[src/hdl/lnr_pkg.sv]
// shared types and constants for the layer norm row block
// no dependencies
`default_nettype none
package lnr_pkg;
    typedef struct packed {
        logic signed [15:0] sample;
        logic signed [15:0] gain;
        logic signed [15:0] offset;
    } lnr_in_t;

    typedef struct packed {
        logic signed [15:0] value;
        logic               row_end;
        logic               clipped;
    } lnr_out_t;

    typedef enum logic [2:0] {
        ST_IDLE,
        ST_DIV,
        ST_SQRT,
        ST_MUL1,
        ST_MUL2,
        ST_OUT
    } lnr_state_t;

    typedef enum logic [1:0] {
        PASS_MEAN = 2'd0,
        PASS_VAR  = 2'd1,
        PASS_OUT  = 2'd2
    } lnr_pass_t;

    // longest row; accumulator widths are sized for it
    localparam int ROW_MAX = 1024;

    localparam logic [0:0] CFG_ROW_LENGTH = 1'b0;
    localparam logic [0:0] CFG_EPSILON    = 1'b1;
    localparam logic [23:0] INV_MAX = 24'hFFFFFF;
    localparam logic [10:0] ROW_LENGTH_RESET = 11'd1024;
    localparam logic [23:0] EPSILON_RESET = 24'd168;
endpackage
`default_nettype wire

[src/hdl/lnr_divider.sv]
// iterative restoring divider, one quotient bit per cycle
// uses no package items
`default_nettype none
module lnr_divider #(
    parameter int W = 49
) (
    input  wire logic         clk,
    input  wire logic         rst_n,
    input  wire logic         start,
    input  wire logic [W-1:0] dividend,
    input  wire logic [W-1:0] divisor,
    output logic              done,
    output logic [W-1:0]      quotient
);
    localparam int CW = $clog2(W + 1);
    logic [W-1:0]  rem_reg, rem_next;
    logic [W-1:0]  quo_reg, quo_next;
    logic [W-1:0]  den_reg, den_next;
    logic [CW-1:0] cnt_reg, cnt_next;
    logic          busy_reg, busy_next;
    logic [W:0]    trial;

    // one shift-subtract step
    always_comb
    begin
        rem_next  = rem_reg;
        quo_next  = quo_reg;
        den_next  = den_reg;
        cnt_next  = cnt_reg;
        busy_next = busy_reg;
        trial     = {rem_reg, quo_reg[W-1]} - {1'b0, den_reg};
        if (start)
        begin
            rem_next  = '0;
            quo_next  = dividend;
            den_next  = divisor;
            cnt_next  = CW'(W);
            busy_next = 1'b1;
        end
        else if (busy_reg)
        begin
            if (!trial[W])
            begin
                rem_next = trial[W-1:0];
                quo_next = {quo_reg[W-2:0], 1'b1};
            end
            else
            begin
                rem_next = {rem_reg[W-2:0], quo_reg[W-1]};
                quo_next = {quo_reg[W-2:0], 1'b0};
            end
            cnt_next = cnt_reg - 1'b1;
            if (cnt_reg == CW'(1))
                busy_next = 1'b0;
        end
    end

    always_ff @(posedge clk or negedge rst_n)
    begin
        if (!rst_n)
        begin
            busy_reg <= 1'b0;
            cnt_reg  <= '0;
        end
        else
        begin
            busy_reg <= busy_next;
            cnt_reg  <= cnt_next;
        end
    end

    always_ff @(posedge clk)
    begin
        rem_reg <= rem_next;
        quo_reg <= quo_next;
        den_reg <= den_next;
    end

    assign done     = busy_reg && (cnt_reg == CW'(1));
    assign quotient = quo_next;
endmodule
`default_nettype wire

[src/hdl/lnr_isqrt.sv]
// iterative integer square root, two radicand bits per cycle
// uses no package items
`default_nettype none
module lnr_isqrt (
    input  wire logic        clk,
    input  wire logic        rst_n,
    input  wire logic        start,
    input  wire logic [49:0] radicand,
    output logic             done,
    output logic [24:0]      root
);
    logic [49:0] x_reg, x_next;
    logic [26:0] rem_reg, rem_next;
    logic [24:0] res_reg, res_next;
    logic [4:0]  cnt_reg, cnt_next;
    logic        busy_reg, busy_next;
    logic [26:0] rem_sh;
    logic [26:0] trial;

    // one digit of the root per step
    always_comb
    begin
        x_next    = x_reg;
        rem_next  = rem_reg;
        res_next  = res_reg;
        cnt_next  = cnt_reg;
        busy_next = busy_reg;
        rem_sh    = {rem_reg[24:0], x_reg[49:48]};
        trial     = {res_reg, 2'b01};
        if (start)
        begin
            x_next    = radicand;
            rem_next  = '0;
            res_next  = '0;
            cnt_next  = 5'd25;
            busy_next = 1'b1;
        end
        else if (busy_reg)
        begin
            x_next = {x_reg[47:0], 2'b00};
            if (rem_sh >= trial)
            begin
                rem_next = rem_sh - trial;
                res_next = {res_reg[23:0], 1'b1};
            end
            else
            begin
                rem_next = rem_sh;
                res_next = {res_reg[23:0], 1'b0};
            end
            cnt_next = cnt_reg - 1'b1;
            if (cnt_reg == 5'd1)
                busy_next = 1'b0;
        end
    end

    always_ff @(posedge clk or negedge rst_n)
    begin
        if (!rst_n)
        begin
            busy_reg <= 1'b0;
            cnt_reg  <= '0;
        end
        else
        begin
            busy_reg <= busy_next;
            cnt_reg  <= cnt_next;
        end
    end

    always_ff @(posedge clk)
    begin
        x_reg   <= x_next;
        rem_reg <= rem_next;
        res_reg <= res_next;
    end

    assign done = busy_reg && (cnt_reg == 5'd1);
    assign root = res_next;
endmodule
`default_nettype wire

[src/hdl/layer_norm_row_top.sv]
// layer normalization of one row: sequencer, accumulators and output stage
// depends on lnr_pkg, lnr_divider and lnr_isqrt
//
// usage:
//   in_valid/in_ready carry one request (sample, gain, offset); each row is
//   sent three times: mean pass, variance pass, output pass.
//   out_valid/out_ready carry one result per output-pass request.
//   cfg_we/cfg_index/cfg_data write row_length (0) and epsilon (1) while idle.
// sequence:
//   mean-pass request: accepted while idle; the last of the row also runs the
//   shared divider to form the mean.
//   variance-pass request: accept, then the square on the multiplier;
//   the last one adds a divide, the 2^48 divide and the root;
//   a zero denominator skips the 2^48 divide and the root.
//   output-pass request: accept, gain product, scale product and
//   output register load; the load waits until that register is empty or
//   being drained.
// reset: registers go to row_length 1024, epsilon 168, mean pass, no result.
// stall: a stalled result stays in the output register; requests are still
//   taken until the next result needs that register, then in_ready stays low.
`default_nettype none
module layer_norm_row_top
    import lnr_pkg::*;
(
    input  wire logic        clk,
    input  wire logic        rst_n,
    input  wire logic        in_valid,
    output logic             in_ready,
    input  wire lnr_in_t     in_data,
    output logic             out_valid,
    input  wire logic        out_ready,
    output lnr_out_t         result,
    input  wire logic        cfg_we,
    input  wire logic        cfg_index,
    input  wire logic [23:0] cfg_data
);
    localparam int PW = $clog2(ROW_MAX + 1);

    logic [10:0] row_length_reg;
    logic [23:0] epsilon_reg;
    lnr_state_t  state_reg, state_next;
    lnr_pass_t   pass_reg, pass_next;
    logic [PW-1:0] pos_reg, pos_next;
    logic signed [26:0] sum_reg, sum_next;
    logic signed [15:0] mean_reg, mean_next;
    logic [42:0] sq_reg, sq_next;
    logic [23:0] inv_reg, inv_next;
    logic [1:0]  div_phase_reg, div_phase_next;
    lnr_in_t     item_reg;
    logic        last_reg;
    logic signed [33:0] prod_reg;
    logic signed [16:0] diff;
    logic signed [33:0] mul_a;
    logic signed [24:0] mul_b;
    logic signed [58:0] mul_p;
    logic        out_valid_reg;
    lnr_out_t    out_reg;
    logic [PW:0] eff_len;
    logic        last;
    logic        accept;
    logic        div_start, div_done, sq_start, sq_done;
    logic [48:0] div_a, div_b, div_q;
    logic [24:0] root;
    logic [26:0] sum_abs;
    logic [31:0] den;
    logic signed [58:0] fl;
    logic signed [43:0] r_full;
    logic        out_load;

    // effective row length
    always_comb
    begin
        if (row_length_reg == 11'd0)
            eff_len = (PW + 1)'(1);
        else if ({{(PW + 12){1'b0}}, row_length_reg} > (PW + 23)'(ROW_MAX))
            eff_len = (PW + 1)'(ROW_MAX);
        else
            eff_len = (PW + 1)'(row_length_reg);
    end
    assign last = ({1'b0, pos_reg} + 1'b1) >= eff_len;

    lnr_divider #(.W(49)) u_div (
        .clk(clk), .rst_n(rst_n), .start(div_start), .dividend(div_a),
        .divisor(div_b), .done(div_done), .quotient(div_q)
    );
    lnr_isqrt u_sqrt (
        .clk(clk), .rst_n(rst_n), .start(sq_start), .radicand({1'b0, div_q}),
        .done(sq_done), .root(root)
    );

    // shared multiplier
    assign diff  = 17'(item_reg.sample) - 17'(mean_reg);
    assign mul_p = mul_a * mul_b;
    assign sum_abs = sum_reg[26] ? 27'(-sum_reg) : 27'(sum_reg);
    assign den   = div_q[31:0] + 32'(epsilon_reg);
    assign fl    = mul_p >>> 24;
    assign r_full = 44'(fl) + 44'(item_reg.offset);

    assign accept   = in_valid && in_ready;
    assign in_ready = (state_reg == ST_IDLE);
    assign out_load = (state_reg == ST_OUT) && (!out_valid_reg || out_ready);

    always_comb
    begin
        state_next     = state_reg;
        pass_next      = pass_reg;
        pos_next       = pos_reg;
        sum_next       = sum_reg;
        mean_next      = mean_reg;
        sq_next        = sq_reg;
        inv_next       = inv_reg;
        div_phase_next = div_phase_reg;
        div_start      = 1'b0;
        sq_start       = 1'b0;
        div_a          = '0;
        div_b          = '0;
        mul_a          = 34'(diff);
        mul_b          = 25'(diff);
        unique case (state_reg)
            ST_IDLE:
            begin
                if (accept)
                begin
                    if (pass_reg == PASS_MEAN)
                    begin
                        sum_next = sum_reg + 27'(in_data.sample);
                        if (last)
                        begin
                            pos_next   = '0;
                            state_next = ST_DIV;
                            div_phase_next = 2'd0;
                            sum_next   = sum_reg + 27'(in_data.sample);
                        end
                        else
                            pos_next = pos_reg + 1'b1;
                    end
                    else if (pass_reg == PASS_VAR)
                        state_next = ST_MUL1;
                    else
                        state_next = ST_MUL1;
                end
            end
            ST_MUL1:
            begin
                if (pass_reg == PASS_VAR)
                begin
                    sq_next = sq_reg + 43'(unsigned'(mul_p[33:0]));
                    if (last_reg)
                    begin
                        pos_next   = '0;
                        state_next = ST_DIV;
                        div_phase_next = 2'd1;
                    end
                    else
                    begin
                        pos_next   = pos_reg + 1'b1;
                        state_next = ST_IDLE;
                    end
                end
                else
                begin
                    mul_a      = 34'(diff);
                    mul_b      = 25'(item_reg.gain);
                    state_next = ST_MUL2;
                end
            end
            ST_MUL2:
            begin
                mul_a      = prod_reg;
                mul_b      = 25'({1'b0, inv_reg});
                state_next = ST_OUT;
            end
            ST_OUT:
            begin
                mul_a = prod_reg;
                mul_b = 25'({1'b0, inv_reg});
                if (out_load)
                begin
                    state_next = ST_IDLE;
                    if (last_reg)
                    begin
                        pos_next  = '0;
                        pass_next = PASS_MEAN;
                    end
                    else
                        pos_next = pos_reg + 1'b1;
                end
            end
            ST_DIV:
            begin
                // phase 0 sets up mean, 1 variance; the 2^48 divide starts in ST_SQRT
                if (div_phase_reg == 2'd0)
                begin
                    div_start = 1'b1;
                    div_a = 49'(sum_abs);
                    div_b = 49'(eff_len);
                    div_phase_next = 2'd3;
                    state_next = ST_SQRT;
                    pass_next  = PASS_VAR;
                end
                else
                begin
                    div_start = 1'b1;
                    div_a = 49'(sq_reg);
                    div_b = 49'(eff_len);
                    div_phase_next = 2'd1;
                    state_next = ST_SQRT;
                end
            end
            ST_SQRT:
            begin
                if (div_phase_reg == 2'd3)
                begin
                    if (div_done)
                    begin
                        mean_next  = sum_reg[26] ? 16'(-div_q[26:0]) : 16'(div_q[26:0]);
                        sum_next   = '0;
                        sq_next    = '0;
                        state_next = ST_IDLE;
                    end
                end
                else if (div_phase_reg == 2'd1)
                begin
                    if (div_done)
                    begin
                        if (den == 32'd0)
                        begin
                            inv_next   = INV_MAX;
                            sq_next    = '0;
                            pass_next  = PASS_OUT;
                            state_next = ST_IDLE;
                        end
                        else
                        begin
                            // keep the denominator for the 2^48 divide
                            sq_next        = 43'(den);
                            div_phase_next = 2'd2;
                        end
                    end
                end
                else if (div_phase_reg == 2'd2)
                begin
                    div_start = 1'b1;
                    div_a = 49'h1_0000_0000_0000;
                    div_b = 49'(sq_reg);
                    div_phase_next = 2'd0;
                end
                else
                begin
                    if (div_done)
                        sq_start = 1'b1;
                    if (sq_done)
                    begin
                        inv_next   = root[24] ? INV_MAX : root[23:0];
                        sq_next    = '0;
                        pass_next  = PASS_OUT;
                        state_next = ST_IDLE;
                    end
                end
            end
            default:
                state_next = ST_IDLE;
        endcase
    end

    always_ff @(posedge clk or negedge rst_n)
    begin
        if (!rst_n)
        begin
            state_reg      <= ST_IDLE;
            pass_reg       <= PASS_MEAN;
            pos_reg        <= '0;
            sum_reg        <= '0;
            mean_reg       <= '0;
            sq_reg         <= '0;
            inv_reg        <= '0;
            div_phase_reg  <= '0;
            out_valid_reg  <= 1'b0;
            row_length_reg <= ROW_LENGTH_RESET;
            epsilon_reg    <= EPSILON_RESET;
        end
        else
        begin
            state_reg     <= state_next;
            pass_reg      <= pass_next;
            pos_reg       <= pos_next;
            sum_reg       <= sum_next;
            mean_reg      <= mean_next;
            sq_reg        <= sq_next;
            inv_reg       <= inv_next;
            div_phase_reg <= div_phase_next;
            if (out_load)
                out_valid_reg <= 1'b1;
            else if (out_ready)
                out_valid_reg <= 1'b0;
            if (cfg_we && cfg_index == CFG_ROW_LENGTH)
                row_length_reg <= cfg_data[10:0];
            if (cfg_we && cfg_index == CFG_EPSILON)
                epsilon_reg <= cfg_data;
        end
    end

    // payload registers
    always_ff @(posedge clk)
    begin
        if (accept)
        begin
            item_reg <= in_data;
            last_reg <= last;
        end
        if (state_reg == ST_MUL1)
            prod_reg <= mul_p[33:0];
        if (out_load)
        begin
            out_reg.row_end <= last_reg;
            if (r_full > 44'sd32767)
            begin
                out_reg.value   <= 16'sh7FFF;
                out_reg.clipped <= 1'b1;
            end
            else if (r_full < -44'sd32768)
            begin
                out_reg.value   <= -16'sh8000;
                out_reg.clipped <= 1'b1;
            end
            else
            begin
                out_reg.value   <= r_full[15:0];
                out_reg.clipped <= 1'b0;
            end
        end
    end

    assign out_valid = out_valid_reg;
    assign result    = out_reg;
endmodule
`default_nettype wire

[config.mk]
export PLATFORM = sky130hd
export DESIGN_NAME = layer_norm_row_top
export DESIGN_NICKNAME = d
export VERILOG_FILES = /design/src/hdl/lnr_pkg.sv /design/src/hdl/lnr_divider.sv /design/src/hdl/lnr_isqrt.sv /design/src/hdl/layer_norm_row_top.sv
export SDC_FILE = /design/constraint.sdc
export NUM_CORES = 2
export LEC_CHECK = 0
export BUFFER_PORTS_ARGS = -buffer_cell sky130_fd_sc_hd__buf_4
export CORE_ASPECT_RATIO = 1.75
export CORE_MARGIN = 1
export CORE_UTILIZATION = 31
export CTS_CLUSTER_DIAMETER = 150
export DETAILED_ROUTE_END_ITERATION = 8
export GPL_ROUTABILITY_DRIVEN = 0
export PLACE_DENSITY = 0.56
export SLEW_MARGIN = 15
export SYNTH_ARGS = -nofsm -noshare
export SYNTH_HDL_FRONTEND = slang
export SYNTH_SLANG_ARGS = --single-unit
export TNS_END_PERCENT = 5
[constraint.sdc]
create_clock -name clk -period 21.8 [get_ports clk]
set_clock_uncertainty 0.2 [all_clocks]
set_input_delay 3.27 -clock clk [delete_from_list [all_inputs] [get_ports clk]]
set_output_delay 3.27 -clock clk [all_outputs]
set_load 0.03 [all_outputs]
==> results.md <==
* Top cell type's share of synthesized area at 28.3%
* Final Max Slew Viols at 0
* Initial detailed-routing violation count at 3,542
* CTS Buf Count at 47
* Crit Path Class: reg2reg
* Syn_area_per_cell at 9.02 µm²
* Minimum clock period at 15.33 ns
* Post-Syn Instances at 6,848
* Post-CTS resize count at 0
* First-pass GRT wire length at approximately 350,000 µm
* Slowest-stage cell, CP: xor2_1
* Hpwl dp at 187,000 µm
* Gr usage total at 23.8%
* Largest buffer count on any clock path at 3
* Vias per inst at 5.36
* Setup TNS at 0 ns
* #FFs+latches synth at 519
* Sequential cell area at around 13,000 µm²
* Post-route cell area at 67,700 µm²
* Status: finished, final reports clean
* Post-DRT Antenna Nets at 0
* DP Area at approximately 66,000 µm²
* HP Class: reg2reg
* Yosys cell types at 85
* First-pass DRT Iterations at 6
* Fraction of the yosys area taken by sequential cells at 21.4%
* Period utilization at a little over two thirds
* H-tree depth at 2
* Hold buffers post-CTS at 0
* Synth top area cells: fa_1, edfxtp_1, ha_1, dfrtp_1, inv_1
* Number of global-route vias before repair at roughly 54,000
* Die Width at 339 µm
* RSZ-0062 raised after global routing: false
* # nets final at 8,193
* YS warnings at 0
* Setup violators final at 0
* Syn-to-layout area delta at 9.49%
* Slew @ Worst Pin at 1.41 ns
* Max Freq at 65.2 MHz
* Worst-skew pair later-pin latency at 0.71 ns
* Critical path launch point type: register
* Max-Cap Viols at 0
* Commonest cells post-synth: inv_1, nand2_1, fa_1
* CP max FO at 31
* Initial antenna violation count at 17
* Post-Syn Area at between 60,000 and 70,000 µm²
* Post-synth EDFFs at 193
* # IOs at just under 100
* Grt ovf at 0
* Crit end category: register
* Post-synthesis async set-or-reset flop share at 34.1%
* Fillcell total at 20,500
* Via count of the routed design at 50,900
* CTS tree: yes
* Die height at a little under 600 µm
* Max incr delay on CP at 0.72 ns
* Yosys top cell by area: fa_1
* # Post-CTS Setup Buffers at 0
* Commonest register cell after synthesis: edfxtp_1
* Die footprint at 201,000 µm²
* Starting Density at between 30% and 40%
* Final wirelength at about 240,000 µm
* Max FFs per register at 50
* Clock sink count at about 520
* Post-Syn Nets at a little over 8,000
* Share of cells above drive strength 1 at 6.39%
* Final Hold Fails at 0
* CP required at between 20 and 25 ns
* Residual DRC at 0
* I/O Buffers at 97
* Clk slew on worst S/H paths at 0.07 ns
* Fin cells at 9,513
* Std cell rows at 216
* Largest net degree at the start of global routing at between 100 and 150
* Critical path's most frequent cell: fa_1
* Cell with the most instances after synthesis: inv_1
* Crit path arrival time at between 15 and 20 ns
* CTS root buffer: clkbuf_16
* Core area at between 150,000 and 200,000 µm²
* Multi-input gate area at about 44,000 µm²
* DR WL/cell at 25.0 µm
* Post-Place Cells at 9,415
* Max-slew headroom at 5.11%
## worst max-delay path: cells and delay by family (launching register included)
kind	cells	cell delay [ns]
AO/OA/AOI/OAI	21	5.42
XOR/XNOR	2	0.91
adder cells (fa/ha/maj)	11	4.39
buffers and inverters	6	1.80
flip-flops	1	0.38
multiplexers	1	0.16
AND/OR/NAND/NOR	9	1.79
## kinds of logic after synthesis
kind of cell	share of synthesized area, %
buffers and inverters	7.91
flip-flops	21.4
AND/OR/NAND/NOR	14.0
XOR/XNOR	4.20
adder cells (fa/ha/maj)	36.2
multiplexers	3.11
AO/OA/AOI/OAI	13.2
## cell usage in the layout (no fill, tap or decap), types with 28 or more instances in the layout
cell,synthesis,layout
ha_1,393,393
a21oi_1,307,305
a21o_1,137,137
and3_1,31,29
mux2_2,39,39
a211oi_1,52,52
fa_1,872,872
mux2i_1,148,142
dfxtp_1,149,149
nand2b_1,43,42
edfxtp_1,193,193
clkbuf_16,0,48
xnor2_1,183,181
o211ai_1,30,30
dfrtp_1,173,171
o21ai_0,320,318
a31oi_1,41,39
and2_1,58,58
xor2_1,113,113
o21a_1,65,65
nor2_1,608,603
nand4_1,32,32
o21ai_1,27,28
nand3_1,79,78
nor3_1,55,55
or3_1,31,31
o22a_1,33,33
o31ai_1,31,31
buf_4,0,236
inv_1,1010,1009
nand2_1,943,941
nor2b_1,40,39
## layer usage
| metal | global-route usage (%) | share of wire, % | vias up | wire length [µm] |
|---|---|---|---|---|
| li1 | - | - | 22400 | - |
| met1 | 22.9 | 32 | 25500 | 76100 |
| met2 | 41.7 | 49 | 2132 | 117000 |
| met3 | 4.29 | 6.0 | 969 | 14300 |
| met4 | 24.5 | 13 | 8 | 30000 |
| met5 | 0 | 0.020 | - | 47 |
## path summary, 6_finish.rpt
path                       cells past startpoint               startpoint  slack [ns]                       to
max                                           50   item_reg[32]$_DFFE_PP_        6.47  result[5]$_SDFFCE_PN1P_
min                                            2  mean_reg[4]$_DFFE_PN0P_        0.28  mean_reg[4]$_DFFE_PN0P_
max reg2reg                                   50   item_reg[32]$_DFFE_PP_        6.47  result[5]$_SDFFCE_PN1P_
min reg2reg                                    2  mean_reg[4]$_DFFE_PN0P_        0.28  mean_reg[4]$_DFFE_PN0P_
max in group asynchronous                      3                    rst_n       16.92  inv_reg[19]$_DFFE_PN0P_
min in group asynchronous                      1                    rst_n        2.34   pos_reg[0]$_DFFE_PN0P_
## through the flow
step / setup slack, ns / hold WS [ns] / util [%]
6_report: 6.47 / 0.283 / 34.2
5_1_grt: 5.65 / 0.314 / 34.2
4_1_cts: 6.71 / 0.285 / 34.2
3_5_place_dp: 6.84 / 0.273 / 33.3
3_3_place_gp: 7.06 / 0.269 / 33.3
2_1_floorplan: 8.73 / 0.250 / -
## layout make-up
| cell class | instances | share of cell area, % |
|---|---|---|
| sequential | 519 | 19.5 |
| inverter | 1012 | 5.62 |
| clock buffer | 60 | 1.96 |
| clock inverter | 28 | 0.477 |
| multi-input combinational | 5031 | 64.8 |
| timing repair buffer | 239 | 2.70 |
| antenna | 8 | 0.0296 |
| tap | 2616 | 4.84 |
Power is not shown: default switching activity piles up to over one toggle a cycle in this logic, so the estimate is an artifact.
